--- src/design/bdcl_pkg.sv ---
// Package for the button debouncer with click and long-press pulses.
// Holds the beat structs, the configuration types, register indexes and reset values.
// No dependencies.
package bdcl_pkg;

  // Width of the internal time arithmetic; differences wrap modulo 2^TimeWidth (16..64)
  localparam int unsigned TimeWidth   = 32;
  localparam int unsigned NowWidth    = 32;
  localparam int unsigned MsWidth     = 16;
  localparam int unsigned CfgIdxWidth = 4;

  typedef logic [TimeWidth-1:0]   time_t;
  typedef logic [MsWidth-1:0]     ms_t;
  typedef logic [CfgIdxWidth-1:0] cfg_idx_t;

  // Register indexes on the configuration port
  localparam cfg_idx_t CfgIdxDebounce  = cfg_idx_t'(0);
  localparam cfg_idx_t CfgIdxLongPress = cfg_idx_t'(1);

  // Register reset values
  localparam ms_t DebounceReset  = ms_t'(50);
  localparam ms_t LongPressReset = ms_t'(1000);

  // Pin levels (active-low button)
  localparam logic LevelPressed  = 1'b0;
  localparam logic LevelReleased = 1'b1;

  // Input beat: sampled pin level and timestamp
  typedef struct packed {
    logic                level;
    logic [NowWidth-1:0] now_ms;
  } in_beat_t;

  // Result beat
  typedef struct packed {
    logic click;
    logic long_press;
    logic stable_level;
  } out_beat_t;

  // Configuration register contents
  typedef struct packed {
    ms_t debounce_ms;
    ms_t long_press_ms;
  } cfg_t;

endpackage

--- src/design/bdcl_cfg_regs.sv ---
// Configuration registers of the button debouncer: debounce and long-press times.
// Depends on bdcl_pkg.
module bdcl_cfg_regs (
  input  logic              clk_i,
  input  logic              rst_ni,
  input  logic              cfg_valid_i,
  input  bdcl_pkg::cfg_idx_t cfg_index_i,
  input  bdcl_pkg::ms_t     cfg_data_i,
  output logic              cfg_ready_o,
  output bdcl_pkg::cfg_t    cfg_o
);
  import bdcl_pkg::*;

  cfg_t cfg_q, cfg_d;

  // Writes are always taken; unknown indexes are dropped
  assign cfg_ready_o = 1'b1;

  always_comb begin
    cfg_d = cfg_q;
    if (cfg_valid_i) begin
      case (cfg_index_i)
        CfgIdxDebounce:  cfg_d.debounce_ms   = cfg_data_i;
        CfgIdxLongPress: cfg_d.long_press_ms = cfg_data_i;
        default:         cfg_d = cfg_q;
      endcase
    end
  end

  always_ff @(posedge clk_i or negedge rst_ni) begin
    if (!rst_ni) begin
      cfg_q.debounce_ms   <= DebounceReset;
      cfg_q.long_press_ms <= LongPressReset;
    end else begin
      cfg_q <= cfg_d;
    end
  end

  assign cfg_o = cfg_q;

endmodule

--- src/design/bdcl_qualify.sv ---
// Debounce state and per-beat qualification: stable level, click and long-press pulses.
// State advances once per beat leaving the input register. Depends on bdcl_pkg.
module bdcl_qualify (
  input  logic                clk_i,
  input  logic                rst_ni,
  input  logic                step_i,
  input  bdcl_pkg::in_beat_t  beat_i,
  input  bdcl_pkg::cfg_t      cfg_i,
  output bdcl_pkg::out_beat_t result_o
);
  import bdcl_pkg::*;

  logic  prev_level_q, prev_level_d;
  time_t change_time_q, change_time_d;
  logic  deb_level_q, deb_level_d;
  time_t press_time_q, press_time_d;
  logic  long_done_q, long_done_d;

  time_t now;
  time_t held;
  time_t pressed_for;
  logic  settled;
  logic  click;
  logic  long_press;

  assign now = time_t'(beat_i.now_ms);

  // Level qualification, then long-press check on the updated state
  always_comb begin
    prev_level_d  = beat_i.level;
    change_time_d = (beat_i.level != prev_level_q) ? now : change_time_q;
    held          = now - change_time_d;
    settled       = held > time_t'(cfg_i.debounce_ms);
    deb_level_d   = deb_level_q;
    press_time_d  = press_time_q;
    long_done_d   = long_done_q;
    click         = 1'b0;
    long_press    = 1'b0;
    if (settled && (beat_i.level != deb_level_q)) begin
      deb_level_d = beat_i.level;
      if (beat_i.level == LevelPressed) begin
        press_time_d = now;
        long_done_d  = 1'b0;
      end else if (!long_done_q) begin
        click = 1'b1;
      end
    end
    pressed_for = now - press_time_d;
    if (settled && (deb_level_d == LevelPressed) && !long_done_d &&
        (pressed_for >= time_t'(cfg_i.long_press_ms))) begin
      long_done_d = 1'b1;
      long_press  = 1'b1;
    end
  end

  always_ff @(posedge clk_i or negedge rst_ni) begin
    if (!rst_ni) begin
      prev_level_q  <= LevelReleased;
      change_time_q <= '0;
      deb_level_q   <= LevelReleased;
      press_time_q  <= '0;
      long_done_q   <= 1'b0;
    end else if (step_i) begin
      prev_level_q  <= prev_level_d;
      change_time_q <= change_time_d;
      deb_level_q   <= deb_level_d;
      press_time_q  <= press_time_d;
      long_done_q   <= long_done_d;
    end
  end

  assign result_o.click        = click;
  assign result_o.long_press   = long_press;
  assign result_o.stable_level = deb_level_d;

endmodule

--- src/design/button_debounce_click_long_press_core.sv ---
// Button debouncer with click and long-press pulses for one active-low button.
// Input channel: in_valid_i / in_stall_o carry one beat per pin sample (level, now_ms).
// Result channel: out_valid_o / out_stall_i carry one beat per input beat
// (click, long_press, stable_level), in order.
// Configuration: cfg_valid_i / cfg_ready_o write debounce_ms (index 0) or
// long_press_ms (index 1); other indexes are ignored. Write only while idle.
// Path: a beat accepted into the input register is qualified into the result register
// once that register is empty or its beat is taken.
// Throughput: one beat per cycle while out_stall_i is low; the debounce state update
// is a single pass of subtract-and-compare logic between the input and result registers.
// Stall: while the result beat waits, one further input beat is held in the input
// register; in_stall_o rises only when both registers are full and out_stall_i is high.
// Reset: both channels empty, level released, times zero, no long press pending,
// debounce_ms = 50 and long_press_ms = 1000.
// Depends on bdcl_pkg, bdcl_cfg_regs and bdcl_qualify.
module button_debounce_click_long_press_core (
  input  logic                clk_i,
  input  logic                rst_ni,
  input  logic                in_valid_i,
  output logic                in_stall_o,
  input  bdcl_pkg::in_beat_t  in_data_i,
  output logic                out_valid_o,
  input  logic                out_stall_i,
  output bdcl_pkg::out_beat_t out_data_o,
  input  logic                cfg_valid_i,
  output logic                cfg_ready_o,
  input  bdcl_pkg::cfg_idx_t  cfg_index_i,
  input  bdcl_pkg::ms_t       cfg_data_i
);
  import bdcl_pkg::*;

  cfg_t      cfg;
  in_beat_t  in_beat_q;
  logic      in_vld_q, in_vld_d;
  out_beat_t out_beat_q;
  out_beat_t result;
  logic      out_vld_q, out_vld_d;
  logic      advance;
  logic      accept_in;
  logic      step;

  bdcl_cfg_regs u_cfg (
    .clk_i       (clk_i),
    .rst_ni      (rst_ni),
    .cfg_valid_i (cfg_valid_i),
    .cfg_index_i (cfg_index_i),
    .cfg_data_i  (cfg_data_i),
    .cfg_ready_o (cfg_ready_o),
    .cfg_o       (cfg)
  );

  // Handshake: result register frees when empty or taken
  assign advance    = !out_vld_q || !out_stall_i;
  assign in_stall_o = in_vld_q && !advance;
  assign accept_in  = in_valid_i && !in_stall_o;
  assign step       = in_vld_q && advance;

  always_comb begin
    in_vld_d = in_vld_q;
    if (accept_in) begin
      in_vld_d = 1'b1;
    end else if (step) begin
      in_vld_d = 1'b0;
    end
    out_vld_d = advance ? in_vld_q : out_vld_q;
  end

  bdcl_qualify u_qualify (
    .clk_i    (clk_i),
    .rst_ni   (rst_ni),
    .step_i   (step),
    .beat_i   (in_beat_q),
    .cfg_i    (cfg),
    .result_o (result)
  );

  // Valid flags
  always_ff @(posedge clk_i or negedge rst_ni) begin
    if (!rst_ni) begin
      in_vld_q  <= 1'b0;
      out_vld_q <= 1'b0;
    end else begin
      in_vld_q  <= in_vld_d;
      out_vld_q <= out_vld_d;
    end
  end

  // Payload registers
  always_ff @(posedge clk_i) begin
    if (accept_in) begin
      in_beat_q <= in_data_i;
    end
    if (step) begin
      out_beat_q <= result;
    end
  end

  assign out_valid_o = out_vld_q;
  assign out_data_o  = out_beat_q;

endmodule

--- config.mk ---
export PLATFORM = sky130hd
export DESIGN_NAME = button_debounce_click_long_press_core
export DESIGN_NICKNAME = d
export VERILOG_FILES = /design/src/design/bdcl_pkg.sv /design/src/design/bdcl_cfg_regs.sv /design/src/design/bdcl_qualify.sv /design/src/design/button_debounce_click_long_press_core.sv
export SDC_FILE = /design/constraint.sdc
export NUM_CORES = 1
export LEC_CHECK = 0
export ABC_AREA = 0
export BUFFER_PORTS_ARGS = -buffer_cell sky130_fd_sc_hd__buf_2
export CORE_MARGIN = 10
export CORE_UTILIZATION = 45
export DETAILED_ROUTE_END_ITERATION = 8
export PLACE_DENSITY = 0.69
export SYNTH_ARGS = -nofsm -noshare
export SYNTH_HDL_FRONTEND = slang
export SYNTH_SLANG_ARGS = --single-unit
--- constraint.sdc ---
create_clock -name clk_i -period 10.8 [get_ports clk_i]
set_clock_uncertainty 0.1 [all_clocks]
set_input_delay 1.08 -clock clk_i [delete_from_list [all_inputs] [get_ports clk_i]]
set_output_delay 1.08 -clock clk_i [all_outputs]
set_load 0.01 [all_outputs]
## Word level (Yosys, flattened, before mapping)

Index checks and enable logic that the tools add are counted.

- Output and inout port bits: 6
- Register bits after elaboration: 137
- Word-level logic and storage cells: 51
- Bits of input ports: 58

- Equality and inequality tests: 3
- $lt $le $gt $ge: 2
- Bitwise operators: 1
- Mux-type cells: 11
- Add/subtract/negate cells: 2
- Reduce and logical (&&, ||, !) cells: 18

Operators with widths:

| operator | count |
|---|---|
| $mux W32 | 3 |
| $sub A32 B32 Y32 | 2 |
| $ge A32 B16 Y1 | 1 |
| $gt A32 B16 Y1 | 1 |
| $mux W1 | 8 |
| $logic_and A1 B1 Y1 | 7 |
| $reduce_and A2 Y1 | 3 |
| $logic_not A1 Y1 | 5 |
| $eq A4 B1 Y1 const B | 1 |
| $logic_not A4 Y1 | 1 |
| $ne A1 B1 Y1 | 2 |
| $reduce_bool A2 Y1 | 1 |
| $logic_or A1 B1 Y1 | 1 |
| $not A1 Y1 | 1 |

## Depth between registers and ports, before layout

- Depth in word-level cells: 11
- Mapped depth: 61
- Mapped depth without buffers: 55

## Cells and area by module

A second synthesis with hierarchy kept.

- Cell total of the unflattened synthesis: 1,213
- Area total of the unflattened synthesis: 11,164.5 um^2

By module, submodules not included:

| module | cells each | instances | area an instance (um^2) | seq. area each (um^2) |
|---|---|---|---|---|
| bdcl_qualify | 1,097 | 1 | 8,690.8 | 1,679.1 |
| bdcl_cfg_regs | 72 | 1 | 1,300.0 | 812.0 |
| button_debounce_click_long_press_core | 44 | 1 | 1,173.6 | 1,131.1 |

## Worst setup path before layout

OpenSTA, ideal clock, no wires.

- Path type: register to register
- From: register in_beat_q[32] (netlist bit)
- To: register out_beat_q, in the netlist out_data_o[1], data pin
- Clock period less this slack: 11.152 ns
- Stages on the path, launching flop included: 57
- Arrival time: 10.790 ns
- Setup slack: -0.352 ns
- Cells stage by stage: edfxtp_1 -> buf_2 -> xnor2_1 -> buf_4 -> clkbuf_1 -> clkbuf_1 -> o21ai_0 -> ha_1 -> inv_1 -> ha_1 -> o22ai_2 -> a311oi_2 -> a21oi_2 -> nand2_1 -> nand2_1 -> nor2_1 -> a31oi_1 -> xnor2_1 -> (+21 left out) -> o21ai_2 -> and2_1 -> xor2_1 -> ha_1 -> and3_1 -> nor2b_1 -> a311oi_1 -> o21ai_0 -> a21oi_1 -> o21ai_0 -> a211oi_1 -> o21ai_0 -> a211oi_1 -> o21ai_0 -> a2111oi_2 -> nand4_1 -> nor4_1 -> a21oi_1

- Word-level cells in the longest chain between the ends: 11
- Elaborated cells between the ends (all ways): 19

Ends and longest elaborated chain:

| what | line | RTL |
|---|---|---|
| start, declared | button_debounce_click_long_press_core.sv:33 | `in_beat_t in_beat_q;` |
| start signal, assigned | button_debounce_click_long_press_core.sv:91 | `in_beat_q <= in_data_i;` |
| $ne A1 B1 Y1 * | bdcl_qualify.sv:31 | `change_time_d = (beat_i.level != prev_level_q) ? now : change_time_q;` |
| $mux W32 * | bdcl_qualify.sv:31 |  |
| via u_qualify.change_time_d[0] | bdcl_qualify.sv:14 | `time_t change_time_q, change_time_d;` |
| $sub A32 B32 Y32 * | bdcl_qualify.sv:32 | `held = now - change_time_d;` |
| $gt A32 B16 Y1 * | bdcl_qualify.sv:33 | `settled = held > time_t'(cfg_i.debounce_ms);` |
| branches (longest 5 deep; another with $sub A32 B32 Y32) | -- |  |
| $logic_and A1 B1 Y1 * | bdcl_qualify.sv:49 | `if (settled && (deb_level_d == LevelPressed) && !long_done_d &&` |
| $mux W1 * | bdcl_qualify.sv:49 |  |
| via u_qualify.long_press | bdcl_qualify.sv:24 | `logic long_press;` |
| end signal, assigned | button_debounce_click_long_press_core.sv:94 | `out_beat_q <= result;` |
| end, declared | button_debounce_click_long_press_core.sv:35 | `out_beat_t out_beat_q;` |

Mark *: on every way through the listed nets, which the timed path passes.
A chain may end at the register's enable or synchronous reset.

## Final worst setup path

- From: register u_qualify.prev_level_q
- To: register out_beat_q, in the netlist out_data_o[1], data pin

- Word-level cells in the longest chain between the ends: 11
- Elaborated cells between the ends (all ways): 16

Ends and longest elaborated chain:

| what | line | RTL |
|---|---|---|
| start, declared | bdcl_qualify.sv:13 | `logic prev_level_q, prev_level_d;` |
| start signal, assigned | bdcl_qualify.sv:58 | `prev_level_q <= LevelReleased;` |
| start signal, assigned | bdcl_qualify.sv:64 | `prev_level_q <= prev_level_d;` |
| $ne A1 B1 Y1 * | bdcl_qualify.sv:31 |  |
| $mux W32 * | bdcl_qualify.sv:31 |  |
| $sub A32 B32 Y32 * | bdcl_qualify.sv:32 |  |
| $gt A32 B16 Y1 * | bdcl_qualify.sv:33 |  |
| branches (longest 5 deep; another with $sub A32 B32 Y32) | -- |  |
| $logic_and A1 B1 Y1 * | bdcl_qualify.sv:49 |  |
| $mux W1 * | bdcl_qualify.sv:49 |  |
| via u_qualify.long_press | bdcl_qualify.sv:24 |  |

Marks and branches as above.

==> flow_summary.yaml <==
yosys:
  synthesis.area_sq_um: 10600
  synth-main-ff-cell: "dfrtp_1"
  synth_cells: 1176
  yosysSeqAreaShare_pct: 34.0
  yosysWarningCount: 0
  synth_edf_count: 36
  avgSynthCellArea_sq_um: 9.05
  synth-async-reset-ratio_pct: 73.7
  syn_nets: 1316
  ys_ff_latch: 137
  ys_types: 84
route:
  via_count: 9212
  drt.antenna.violating_nets: 0
  route.detailed.drc: 0
  drt_iter0_drc: 932
  drtPass1Iterations: 5
  wl_per_cell_um: 18.7
  wl_um: 29500
  vias_per_cell: 5.85
run:
  cap_violations: 0
critical_path:
  crit_path_frequent_cell: "o21ai_1"
  slowest_delay_ns: 0.61
  arrival_ns: 10.37
  start_kind: "flop"
  crit_path_top_delay_cell: "dfstp_2"
  cp.required_ns: 10.87
  crit_path_end_kind: "flop"
  crit_fanout: 8
  criticalPathCategory: "reg -> reg"
clock_tree:
  cts_tree: "yes"
  insertion_delay_ns: 0.43
  clockRootBuffer: "clkbuf_16"
  cts_max_path_buffers: 2
  cts_hold_buffers: 0
  clk_pin_slew_ns: 0.06
  cts_sinks: 137
  cts_buffers: 17
  cts.htree.levels: 4
die:
  coreArea_sq_um: 23400
  initial_utilization_pct: 45.5
  ioPinCount: 64
  rows: 56
  fp.dieArea_sq_um: 30200
  die_x_um: 174
  die_h_um: 174
timing:
  slew-limit-headroom_pct: 34.1
  setup_violations: 0
  finalHoldViolCount: 0
  max_freq_mhz: 97.1
  post-route-period-util_pct: 95.4
  min_period_ns: 10.30
  drv_slew: 0
  tightest_slew_ns: 0.989
worst_hold_path:
  holdCritPathClass: "reg -> reg"
final_layout:
  multiInputGateArea_sq_um: 6690
  num-fill-cells: 2150
  stdcell_area_sq_um: 12200
  layout.cells.most_common: "nand2_1"
  fin_nets: 1384
  final_cells: 1576
  layout_common_cells: "nand2_1, dfrtp_1, o21ai_0"
  final_util_pct: 52.3
  area_growth_pct: 15.0
  diodes: 0
  drive_gt1_share_pct: 20.4
  regArea_sq_um: 3620
pwr:
  p_total_mw: 2.94
  powerDensity_nw_per_um2: 240
  p_leak_nw: 5.37
  peakVddDrop_mv: 0.108
global_route:
  grt_pass1_vias: 8775
  overflow: 0
  antenna_found_initial: 1
  grt_pass1_wl_um: 45700
  grtUsageTotal_pct: 18.6
  grt_max_degree: 78
placed_design:
  place_inst: 1522
  finalWeightedCongestion: 0.967
  numPortBuffers: 62
  place_area_sq_um: 11300
  dp_hpwl_um: 22500
status:
  outcome: "completed"
-- timing repair --
| action | in CTS | in global routing |
|---|---|---|
| setup endpoints to repair | 2 | 2 |
| buffers inserted | 2 | 19 |
| gates resized for setup | 1 | 33 |
| cloned | 0 | 1 |
| pin swaps | 2 | 17 |
-- final timing paths --
path / slack [ns] / start / cells after the start / to
worst min register to register: 0.38 / in_vld_q / 1 / out_valid_o
worst min-delay path: 0.38 / in_vld_q / 1 / out_valid_o
worst max-delay path: 0.50 / u_qualify.prev_level_q / 49 / out_data_o[1]
min in group asynchronous: 0.45 / rst_ni / 1 / u_qualify.press_time_q[3]
max in group asynchronous: 8.84 / rst_ni / 2 / u_qualify.change_time_q[22]
worst max register to register: 0.50 / u_qualify.prev_level_q / 49 / out_data_o[1]
-- cells by family after synthesis --
group / share of synthesized area (%)
flip-flops: 34.0
multiplexers: 11.6
AND/OR/NAND/NOR: 15.3
AO/OA/AOI/OAI: 19.5
buffers and inverters: 4.64
adder cells (fa/ha/maj): 10.5
other: 0.0352
XOR/XNOR: 4.43
-- metrics by stage --
| step | hold WS (ns) | setup TNS (ns) | worst slack, ns |
|---|---|---|---|
| after global placement | 0.367 | 0 | 0.139 |
| after detailed placement | 0.369 | -0.232 | -0.152 |
| final | 0.380 | 0 | 0.496 |
| after floorplan | 0.344 | 0 | 0.00408 |
| after global routing | 0.404 | -0.155 | -0.0860 |
| after CTS | 0.384 | 0 | 0.00101 |
-- area by class of cell --
class / instances / area share [%]
Multi-Input combinational cell: 912 / 54.6
Inverter: 73 / 2.24
Clock buffer: 20 / 3.74
Tap cell: 319 / 3.26
Timing Repair Buffer: 103 / 5.48
Sequential cell: 137 / 29.6
Clock inverter: 12 / 1.03
-- worst max-delay path, delay by kind of cell, from the launching register on --
family,cells,cell delay [ns]
adder cells (fa/ha/maj),6,1.90
AO/OA/AOI/OAI,23,3.57
AND/OR/NAND/NOR,12,2.44
flip-flops,1,0.61
multiplexers,1,0.31
buffers and inverters,4,0.56
XOR/XNOR,3,0.53
-- state kept, by name, summed over array words and instances (netlist names) --
| name | count |
|---|---|
| u_qualify.prev_level_q | 1 |
| u_qualify.deb_level_q | 1 |
| u_qualify.change_time_q | 32 |
| in_beat_q | 33 |
| u_qualify.press_time_q | 32 |
| u_cfg.cfg_o | 32 |
| out_valid_o | 1 |
| in_vld_q | 1 |
| out_data_o | 3 |
| u_qualify.long_done_q | 1 |
-- report_power, final --
group	internal [mW]	switching (mW)	total (mW)
clock	0.337	0.247	0.585
sequential	0.667	0.0995	0.766
combinational	0.690	0.897	1.59
total	1.69	1.24	2.94
-- layer usage --
metal / global-route usage, % / wire, um
met5: 0 / 0
met4: 5.81 / 650
met3: 2.66 / 1560
met2: 29.1 / 13400
met1: 25.9 / 13900
-- synthesized netlist by cell type, drive strengths merged, types with 15 or more instances --
master,instances,share of area [%]
inv,73,2.6
xor2,16,1.4
nor2,59,2.1
nand2,116,4.1
o21ai,98,4.7
a21o,28,2.0
nor2b,24,1.4
xnor2,37,3.0
a31oi,17,1.1
mux2i,50,4.7
edfxtp,36,10
buf,15,0.69
nand2b,23,1.4
clkbuf,39,1.4
nor3,20,0.99
a21oi,80,3.8
ha,81,9.5
nand3,23,1.1
dfrtp,90,21
nand4,22,1.3
mux2,65,6.9
No activity file was read; power rests on OpenSTA's default activity.
